## config.mk

```make
export PLATFORM = sky130hd
export DESIGN_NAME = elf_section_table_end_parser
export DESIGN_NICKNAME = d
export VERILOG_FILES = /design/src/rtl/esec_pkg.sv /design/src/rtl/esec_front.sv /design/src/rtl/esec_queue.sv /design/src/rtl/esec_back.sv /design/src/rtl/elf_section_table_end_parser.sv
export VERILOG_INCLUDE_DIRS = /design/src /design/src/rtl
export SDC_FILE = /design/constraint.sdc
export NUM_CORES = 2
export LEC_CHECK = 0
export ABC_AREA = 1
export ABC_CLOCK_PERIOD_IN_PS = 8500
export BUFFER_PORTS_ARGS = -buffer_cell sky130_fd_sc_hd__buf_4
export CAP_MARGIN = 20
export CORE_UTILIZATION = 61
export CTS_CLUSTER_SIZE = 28
export DETAILED_ROUTE_END_ITERATION = 16
export PLACE_DENSITY = 0.78
export REMOVE_ABC_BUFFERS = 1
export SLEW_MARGIN = 0
export SYNTH_ARGS = -nofsm -noshare
export SYNTH_HDL_FRONTEND = slang
export SYNTH_SLANG_ARGS = --single-unit
```

## constraint.sdc

```tcl
create_clock -name i_clk -period 8.5 [get_ports i_clk]
set_clock_uncertainty 0.2 [all_clocks]
set_input_delay 1.7 -clock i_clk [delete_from_list [all_inputs] [get_ports i_clk]]
set_output_delay 1.7 -clock i_clk [all_outputs]
set_load 0.1 [all_outputs]
```

## src/rtl/elf_section_table_end_parser_assert.svh

```systemverilog
// ----------------------------------------------------------------------------
// elf section table end parser assertion macros
// shared concurrent assertion forms, clocked on i_clk, off during reset
// ----------------------------------------------------------------------------
`ifndef ELF_SECTION_TABLE_END_PARSER_ASSERT_SVH
`define ELF_SECTION_TABLE_END_PARSER_ASSERT_SVH

// same-cycle implication
`define ESEC_ASSERT_NOW(label, cond, conseq, msg) \
    label: assert property (@(posedge i_clk) disable iff (!i_rst_n) \
        (cond) |-> (conseq)) else $error(msg);

// next-cycle implication
`define ESEC_ASSERT_NEXT(label, cond, conseq, msg) \
    label: assert property (@(posedge i_clk) disable iff (!i_rst_n) \
        (cond) |=> (conseq)) else $error(msg);

`endif

```

## src/rtl/esec_pkg.sv

```systemverilog
// ----------------------------------------------------------------------------
// esec_pkg
// types, header layout constants and helpers for the section table end parser
// ----------------------------------------------------------------------------
package esec_pkg;

    // header store limits
    localparam logic [6:0] HDR_MAX  = 7'd64;
    localparam logic [6:0] MIN_LEN  = 7'd24;
    localparam logic [6:0] LEN32    = 7'h34;
    localparam logic [6:0] LEN64    = 7'h40;

    // identification bytes
    localparam logic [7:0] MAGIC0   = 8'h7f;
    localparam logic [7:0] MAGIC1   = 8'h45;
    localparam logic [7:0] MAGIC2   = 8'h4c;
    localparam logic [7:0] MAGIC3   = 8'h46;
    localparam logic [5:0] POS_CLASS = 6'd4;
    localparam logic [5:0] POS_DATA  = 6'd5;
    localparam logic [5:0] MAGIC_LEN = 6'd4;
    localparam logic [7:0] CLASS_32 = 8'd1;
    localparam logic [7:0] CLASS_64 = 8'd2;
    localparam logic [7:0] DATA_BIG = 8'd2;

    // field positions, 64-bit class
    localparam logic [5:0] OFF64_BASE  = 6'h28;
    localparam logic [5:0] SIZE64_BASE = 6'h3a;
    localparam logic [5:0] CNT64_BASE  = 6'h3c;
    // field positions, 32-bit class
    localparam logic [5:0] OFF32_BASE  = 6'h20;
    localparam logic [5:0] SIZE32_BASE = 6'h2e;
    localparam logic [5:0] CNT32_BASE  = 6'h30;

    // field lengths in bytes
    localparam logic [5:0] OFF64_LEN = 6'd8;
    localparam logic [5:0] OFF32_LEN = 6'd4;
    localparam logic [5:0] HALF_LEN  = 6'd2;

    // queue between front and back
    localparam int QDEPTH = 4;
    localparam int QAW    = $clog2(QDEPTH);

    typedef struct packed {
        logic [7:0] header_byte;
        logic       last_byte;
    } t_in_item;

    typedef struct packed {
        logic        header_valid;
        logic [63:0] table_end_offset;
        logic        wide_class;
        logic        big_endian;
    } t_out_item;

    // classified header, handed from front to back
    typedef struct packed {
        logic        valid;
        logic        wide;
        logic        big;
        logic [63:0] offset;
        logic [15:0] size;
        logic [15:0] count;
    } t_hdr_rec;

    // expected magic byte at position idx
    function automatic logic [7:0] f_magic(input logic [1:0] idx);
        logic [7:0] m;
        unique case (idx)
            2'd0:    m = MAGIC0;
            2'd1:    m = MAGIC1;
            2'd2:    m = MAGIC2;
            default: m = MAGIC3;
        endcase
        return m;
    endfunction

    // true when pos lies in [base, base + len)
    function automatic logic f_in_field(input logic [5:0] pos, input logic [5:0] base,
                                        input logic [5:0] len);
        logic [5:0] d;
        d = pos - base;
        return (pos >= base) && (d < len);
    endfunction

    // byte lane of byte k inside a field whose last index is top
    function automatic logic [2:0] f_lane(input logic [2:0] k, input logic [2:0] top,
                                          input logic big);
        return big ? (top - k) : k;
    endfunction

endpackage

```

## src/rtl/esec_front.sv

```systemverilog
// ----------------------------------------------------------------------------
// esec_front
// takes header bytes, checks magic and class, notes byte order, captures table fields
// ----------------------------------------------------------------------------
module esec_front
    import esec_pkg::*;
(
    input  logic     i_clk,
    input  logic     i_rst_n,
    input  logic     i_accept,
    input  t_in_item i_item,
    output logic     o_rec_push,
    output t_hdr_rec o_rec
);

    logic [6:0]  r_count, n_count;
    logic        r_magic, n_magic;
    logic [7:0]  r_class, n_class;
    logic        r_big, n_big;
    logic [63:0] r_offset, n_offset;
    logic [15:0] r_size, n_size;
    logic [15:0] r_cnt, n_cnt;

    logic [5:0]  pos;
    logic        keep;
    logic [7:0]  b;
    logic [5:0]  d_off, d_size, d_cnt;
    logic        wide_ok, narrow_ok;

    assign pos  = r_count[5:0];
    assign keep = (r_count < HDR_MAX);
    assign b    = i_item.header_byte;

    // next header state for this byte
    always_comb begin
        n_count  = r_count;
        n_magic  = r_magic;
        n_class  = r_class;
        n_big    = r_big;
        n_offset = r_offset;
        n_size   = r_size;
        n_cnt    = r_cnt;
        d_off    = '0;
        d_size   = '0;
        d_cnt    = '0;
        if (keep) begin
            if ((pos < MAGIC_LEN) && (b != f_magic(pos[1:0]))) begin
                n_magic = 1'b0;
            end
            if (pos == POS_CLASS) begin
                n_class = b;
            end
            if (pos == POS_DATA) begin
                n_big = (b == DATA_BIG);
            end
            // field capture, class and order as seen before this byte
            if (r_class == CLASS_64) begin
                d_off  = pos - OFF64_BASE;
                d_size = pos - SIZE64_BASE;
                d_cnt  = pos - CNT64_BASE;
                if (f_in_field(pos, OFF64_BASE, OFF64_LEN)) begin
                    n_offset[{f_lane(d_off[2:0], 3'd7, r_big), 3'b000} +: 8] = b;
                end
                if (f_in_field(pos, SIZE64_BASE, HALF_LEN)) begin
                    n_size[{f_lane(d_size[2:0], 3'd1, r_big) == 3'd1, 3'b000} +: 8] = b;
                end
                if (f_in_field(pos, CNT64_BASE, HALF_LEN)) begin
                    n_cnt[{f_lane(d_cnt[2:0], 3'd1, r_big) == 3'd1, 3'b000} +: 8] = b;
                end
            end else if (r_class == CLASS_32) begin
                d_off  = pos - OFF32_BASE;
                d_size = pos - SIZE32_BASE;
                d_cnt  = pos - CNT32_BASE;
                if (f_in_field(pos, OFF32_BASE, OFF32_LEN)) begin
                    n_offset[{f_lane(d_off[2:0], 3'd3, r_big), 3'b000} +: 8] = b;
                end
                if (f_in_field(pos, SIZE32_BASE, HALF_LEN)) begin
                    n_size[{f_lane(d_size[2:0], 3'd1, r_big) == 3'd1, 3'b000} +: 8] = b;
                end
                if (f_in_field(pos, CNT32_BASE, HALF_LEN)) begin
                    n_cnt[{f_lane(d_cnt[2:0], 3'd1, r_big) == 3'd1, 3'b000} +: 8] = b;
                end
            end
            n_count = r_count + 7'd1;
        end
    end

    // classification on the marked byte
    assign wide_ok   = (n_class == CLASS_64) && (n_count >= LEN64);
    assign narrow_ok = (n_class == CLASS_32) && (n_count >= LEN32);

    assign o_rec_push   = i_accept && i_item.last_byte;
    assign o_rec.valid  = n_magic && (n_count >= MIN_LEN) && (wide_ok || narrow_ok);
    assign o_rec.wide   = (n_class == CLASS_64);
    assign o_rec.big    = n_big;
    assign o_rec.offset = n_offset;
    assign o_rec.size   = n_size;
    assign o_rec.count  = n_cnt;

    // header state, cleared after each marked byte
    always_ff @(posedge i_clk) begin
        if (!i_rst_n || o_rec_push) begin
            r_count  <= '0;
            r_magic  <= 1'b1;
            r_class  <= '0;
            r_big    <= 1'b0;
            r_offset <= '0;
            r_size   <= '0;
            r_cnt    <= '0;
        end else if (i_accept) begin
            r_count  <= n_count;
            r_magic  <= n_magic;
            r_class  <= n_class;
            r_big    <= n_big;
            r_offset <= n_offset;
            r_size   <= n_size;
            r_cnt    <= n_cnt;
        end
    end

`include "elf_section_table_end_parser_assert.svh"

    `ESEC_ASSERT_NOW(a_count_cap, 1'b1, r_count <= HDR_MAX, "byte count above header limit")
    `ESEC_ASSERT_NEXT(a_clear_after_last, o_rec_push, r_count == 7'd0 && r_magic, "state not cleared after marked byte")

endmodule

```

## src/rtl/esec_queue.sv

```systemverilog
// ----------------------------------------------------------------------------
// esec_queue
// short first-in first-out queue of classified headers
// ----------------------------------------------------------------------------
module esec_queue
    import esec_pkg::*;
(
    input  logic     i_clk,
    input  logic     i_rst_n,
    input  logic     i_push,
    input  t_hdr_rec i_rec,
    output logic     o_full,
    input  logic     i_pop,
    output t_hdr_rec o_rec,
    output logic     o_empty
);

    t_hdr_rec         r_mem [QDEPTH];
    logic [QAW-1:0]   r_wr, r_rd;
    logic [QAW:0]     r_used;
    logic             do_push, do_pop;

    assign o_full  = (r_used == (QAW+1)'(QDEPTH));
    assign o_empty = (r_used == '0);
    assign do_push = i_push && !o_full;
    assign do_pop  = i_pop && !o_empty;
    assign o_rec   = r_mem[r_rd];

    // storage
    always_ff @(posedge i_clk) begin
        if (do_push) begin
            r_mem[r_wr] <= i_rec;
        end
    end

    // pointers and fill level
    always_ff @(posedge i_clk) begin
        if (!i_rst_n) begin
            r_wr   <= '0;
            r_rd   <= '0;
            r_used <= '0;
        end else begin
            if (do_push) begin
                r_wr <= r_wr + QAW'(1);
            end
            if (do_pop) begin
                r_rd <= r_rd + QAW'(1);
            end
            if (do_push && !do_pop) begin
                r_used <= r_used + (QAW+1)'(1);
            end else if (do_pop && !do_push) begin
                r_used <= r_used - (QAW+1)'(1);
            end
        end
    end

`include "elf_section_table_end_parser_assert.svh"

    `ESEC_ASSERT_NOW(a_no_overflow, i_push, !o_full, "header pushed into full queue")
    `ESEC_ASSERT_NOW(a_no_underflow, i_pop, !o_empty, "header popped from empty queue")

endmodule

```

## src/rtl/esec_back.sv

```systemverilog
// ----------------------------------------------------------------------------
// esec_back
// computes offset plus size times count, holds the result for the receiver
// ----------------------------------------------------------------------------
module esec_back
    import esec_pkg::*;
(
    input  logic      i_clk,
    input  logic      i_rst_n,
    input  logic      i_q_empty,
    input  t_hdr_rec  i_rec,
    output logic      o_q_pop,
    output logic      o_empty,
    input  logic      i_pop,
    output t_out_item o_item
);

    // multiply stage
    logic        r_s1_v;
    logic        r_s1_valid, r_s1_wide, r_s1_big;
    logic [63:0] r_s1_offset;
    logic [31:0] r_s1_prod;
    // add stage, also the output register
    logic        r_s2_v;
    t_out_item   r_s2_item;

    logic        s1_ready, s2_ready;

    assign s2_ready = !r_s2_v || i_pop;
    assign s1_ready = !r_s1_v || s2_ready;
    assign o_q_pop  = s1_ready && !i_q_empty;

    // stage valid bits
    always_ff @(posedge i_clk) begin
        if (!i_rst_n) begin
            r_s1_v <= 1'b0;
            r_s2_v <= 1'b0;
        end else begin
            if (s1_ready) begin
                r_s1_v <= !i_q_empty;
            end
            if (s2_ready) begin
                r_s2_v <= r_s1_v;
            end
        end
    end

    // size times count
    always_ff @(posedge i_clk) begin
        if (o_q_pop) begin
            r_s1_valid  <= i_rec.valid;
            r_s1_wide   <= i_rec.wide;
            r_s1_big    <= i_rec.big;
            r_s1_offset <= i_rec.offset;
            r_s1_prod   <= 32'(i_rec.size) * 32'(i_rec.count);
        end
    end

    // table end, zero for a rejected header
    always_ff @(posedge i_clk) begin
        if (s2_ready && r_s1_v) begin
            r_s2_item.header_valid     <= r_s1_valid;
            r_s2_item.table_end_offset <= r_s1_valid ?
                                          (r_s1_offset + {32'd0, r_s1_prod}) : 64'd0;
            r_s2_item.wide_class       <= r_s1_wide;
            r_s2_item.big_endian       <= r_s1_big;
        end
    end

    assign o_empty = !r_s2_v;
    assign o_item  = r_s2_item;

`include "elf_section_table_end_parser_assert.svh"

    `ESEC_ASSERT_NOW(a_invalid_zero, r_s2_v && !r_s2_item.header_valid,
        r_s2_item.table_end_offset == 64'd0, "rejected header with nonzero table end")
    `ESEC_ASSERT_NEXT(a_out_hold, r_s2_v && !i_pop,
        r_s2_v && $stable(r_s2_item), "waiting item changed before pop")

endmodule

```

## src/rtl/elf_section_table_end_parser.sv

```systemverilog
// ----------------------------------------------------------------------------
// elf_section_table_end_parser
// finds where the section header table of an object file header ends
// ----------------------------------------------------------------------------
// Usage: header bytes enter in file order, one item per push, while full is
// low; the final byte of a header carries last_byte. Up to 64 bytes are kept
// per header, later ones are dropped, but a marked one still closes the header.
// Each marked byte yields one item on the output queue: the validity flag,
// the table end (offset plus entry size times count), the class and order.
// Bytes without the mark yield nothing.
// Path: the marked byte's header enters the queue, then the 16x16 multiply
// stage, then the 64-bit add into the output register, where empty goes low.
// Throughput: one byte per cycle while full is low, set by the single front
// capture register; headers may follow back to back.
// A four-entry queue sits between the byte front and the arithmetic back.
// Receiver stall: the output register holds its item until pop; the back
// stops, the queue fills, and full rises once four headers wait in the queue
// with two more held in the back.
// Reset: synchronous; drops all queued headers and the partial header.
// ----------------------------------------------------------------------------
module elf_section_table_end_parser
    import esec_pkg::*;
(
    input  logic      i_clk,
    input  logic      i_rst_n,
    input  logic      push,
    output logic      full,
    input  t_in_item  i_item,
    output logic      empty,
    input  logic      pop,
    output t_out_item o_item
);

    logic     accept;
    logic     rec_push;
    t_hdr_rec front_rec;
    t_hdr_rec queue_rec;
    logic     q_full, q_empty, q_pop;

    assign full   = q_full;
    assign accept = push && !q_full;

    // byte capture and classification
    esec_front u_front (
        .i_clk      (i_clk),
        .i_rst_n    (i_rst_n),
        .i_accept   (accept),
        .i_item     (i_item),
        .o_rec_push (rec_push),
        .o_rec      (front_rec)
    );

    // decoupling queue
    esec_queue u_queue (
        .i_clk   (i_clk),
        .i_rst_n (i_rst_n),
        .i_push  (rec_push),
        .i_rec   (front_rec),
        .o_full  (q_full),
        .i_pop   (q_pop),
        .o_rec   (queue_rec),
        .o_empty (q_empty)
    );

    // table end arithmetic and output register
    esec_back u_back (
        .i_clk     (i_clk),
        .i_rst_n   (i_rst_n),
        .i_q_empty (q_empty),
        .i_rec     (queue_rec),
        .o_q_pop   (q_pop),
        .o_empty   (empty),
        .i_pop     (pop),
        .o_item    (o_item)
    );

endmodule
```

==> reports/results.ini <==
[clocking]
worstSkewPairLatency_ns=0.64
ctsHoldBuffers=0
clkSlewWorstSetupHoldPaths_ns=0.06
cts_buffer_depth=3
cts_tree=built
post_cts_buffers=0
h-tree-depth=3
numCtsBuffers=71
cts_resized=0
root_buffer=clkbuf_16
cts_sinks=686

[critical_path]
reg2reg_depth=22
endpoint_kind=flip-flop
setup.worst_path.start_class=flip-flop
ff2ff_setup_slack_ns=0.79
cp.required_ns=8.67
crit_type=reg -> reg
r2r-end=u_back.r_s1_prod[30]$_DFFE_PP_
path_max_fanout=73
cp.arrival_ns=7.88

[flow_run]
drv_cap=0

[global_route]
grt.total_usage_pct=32.2
met1_usage_pct=45.3
grt-busiest-layer=met2
antenna_found_initial=2
first_global_vias=32800
grtUsageMet3_pct=4.87
grt-ovfl-total=0
grtUsageMet2_pct=50.9
grt_max_degree=109
grt_pass1_wl_microns=177000

[hold_path]
worstHoldEndpoint=u_back.o_item[1]$_DFFE_PP_
holdPathStages=0
min-delay-start=u_back.r_s1_wide$_DFFE_PP_
hold_class=reg -> reg

[sta]
slew_violations=0
tightest_slew_ns=1.13
timing.final.crit_share_pct=90.7
rsz0062_at_grt=false
fmax_mhz=130
finalSetupTns_ns=0
setup_viol=0
hold_viol=0
slew_headroom_pct=24.4
layout_min_cycle_time_ns=7.71
layout_setup_ws_ns=0.790

[floorplan]
row_count=96
die_h_microns=267
ios=82
die_w_microns=267
initial_core_util_pct=62.1
coreArea_sq_um=68900
die-area_sq_um=71200

[synth]
ys_warn_count=0
ys_types=52
ys_ff_latch=686
syn_avg_cell_area_sq_um=8.61
async_flop_share_pct=0
synth_top_cell_area_share_pct=39.4
syn_inst=4969
synth_top_area_cell=edfxtp_1
ys_seq_area_share_pct=45.2
ys.flop_type=edfxtp_1
synthTopCellsByArea=edfxtp_1 39%, nand2_1 10%, fa_1 9.2%
synth_edf_count=562
synth_area_sq_um=42800

[finish]
finish.instance_area_sq_um=46500
seqCellArea_sq_um=19400
fillCellCount=5546
layout-drive-gt1-share_pct=6.61
multi_input_area_sq_um=19900
syn_to_final_growth_pct=8.66
diodes=0
final_net_count=5333

[place]
port_buffers=81
placed_area_sq_um=44200
gp_congestion=1.01
place_ws_ns=0.897
hpwlAfterDp_microns=79200

[drt]
antenna_left=0
drt_wl_total_microns=114000
drc=0
viasPerCell=5.88
num_vias=35000
wl_per_cell_microns=19.1
firstDrtPassIters=6
drtIter0Drc=4305

[run_status]
status=finished clean

-- cells by family (layout without fill, tap and decap cells) --
| kind of cell | count (synthesis) | count (layout) | synth area share [%] |
|---|---|---|---|
| AO/OA/AOI/OAI | 875 | 875 | 11.5 |
| AND/OR/NAND/NOR | 2105 | 2105 | 20.6 |
| adder cells (fa/ha/maj) | 353 | 353 | 13.8 |
| XOR/XNOR | 33 | 33 | 0.676 |
| buffers and inverters | 917 | 972 | 8.26 |
| flip-flops | 686 | 686 | 45.2 |
-- worst max-delay path, stage by stage, from the launching register on --
cell and delay [ns]:
dfxtp_4 0.53, inv_6 0.50, nand2_1 0.10, a32oi_1 0.64
inv_1 0.44, nor2_1 0.25, fa_1 0.47, fa_1 0.52
fa_1 0.53, fa_1 0.52, fa_1 0.54, inv_1 0.05
fa_1 0.52, inv_1 0.04, ha_1 0.35, a21oi_1 0.23
o21ai_0 0.24, a21oi_1 0.20, nand3_1 0.16, nand2_1 0.09
inv_1 0.05, o21ai_0 0.15, nand2_1 0.06
-- Yosys cell counts (10+ instances only) --
cell and instances:
nand4_1 43, inv_2 25, o21ai_0 267, nor3_1 30, clkbuf_1 144, dfxtp_1 124
buf_1 15, nand2_1 1144, o21ai_1 64, buf_2 41, xor2_1 26, inv_1 681
o21a_1 12, a32oi_1 28, o211ai_1 59, ha_1 157, fa_1 196, nor2_1 499
a21oi_1 308, a31oi_1 48, nand2_2 13, nor2_2 10, nand3_1 318, edfxtp_1 562
o22ai_1 67
-- layout make-up --
| type | instances | share of cell area, % |
|---|---|---|
| Clock buffer | 90 | 4.11 |
| Clock inverter | 40 | 0.842 |
| Inverter | 709 | 5.75 |
| Multi-Input combinational cell | 3366 | 42.9 |
| Sequential cell | 686 | 41.7 |
| Tap cell | 931 | 2.51 |
| Timing Repair Buffer | 133 | 2.23 |
-- routing by layer --
layer  wire [microns]  part of all wire (%)
met3            10700                   9.4
met5                0                     0
met1            46900                    41
met2            52100                    46
met4             3780                   3.3
-- how the worst max path moves through the flow --
stage	to	startpoint	slack, ns
6_report	u_back.r_s1_prod[30]$_DFFE_PP_	flip-flop	0.79
5_1_grt	u_back.r_s1_prod[25]$_DFFE_PP_	flip-flop	0.30
4_1_cts	u_back.r_s1_prod[30]$_DFFE_PP_	flip-flop	0.87
3_5_place_dp	u_back.r_s1_prod[30]$_DFFE_PP_	flip-flop	0.90
3_3_place_gp	u_back.r_s1_prod[30]$_DFFE_PP_	flip-flop	0.94
2_1_floorplan	u_back.r_s1_prod[25]$_DFFE_PP_	flip-flop	-2.82
-- through the flow --
step | utilization (%) | std cells | hold slack (ns)
after floorplan | - | 4761 | 0.200
after global placement | 64.1 | 5825 | 0.204
after detailed placement | 64.1 | 5825 | 0.212
after CTS | 67.4 | 5955 | 0.221
after global routing | 67.4 | 5955 | 0.220
final | 67.4 | 5955 | 0.229
-- state kept, by name, summed over array words and instances, names as in the netlist, named ones only --
register / cells
u_back.r_s1_v: 1
u_front.r_count: 7
u_front.r_cnt: 16
u_back.o_item: 67
u_queue.r_mem: 396
u_queue.r_rd: 2
u_back.r_s1_big: 1
u_back.r_s1_prod: 32
u_back.r_s1_wide: 1
u_front.r_size: 16
u_front.r_class: 8
u_front.r_offset: 64
u_front.r_big: 1
u_queue.r_wr: 2
u_queue.r_used: 3
u_back.r_s1_offset: 64
u_front.r_magic: 1
u_back.r_s2_v: 1
u_back.r_s1_valid: 1
-- placed cells by master, fill, tap and decap left out, drive strengths merged, types with 8 or more instances in the layout --
master,Yosys,final
nor2,514,514
nand4,43,43
buf,64,133
o21a,12,12
a31oi,48,48
o211ai,61,61
a32oi,32,32
inv,706,710
nand3,327,327
nor3,39,39
o22ai,67,67
a21oi,308,308
edfxtp,562,562
clkbuf,144,90
xor2,26,26
o21ai,332,332
dfxtp,124,124
clkinv,3,30
nand2,1158,1158
nor4,8,8
fa,196,196
ha,157,157
Power is left out: the tool's default activity adds up to more than one toggle a clock period on the data nets, which glitch-free logic cannot reach.
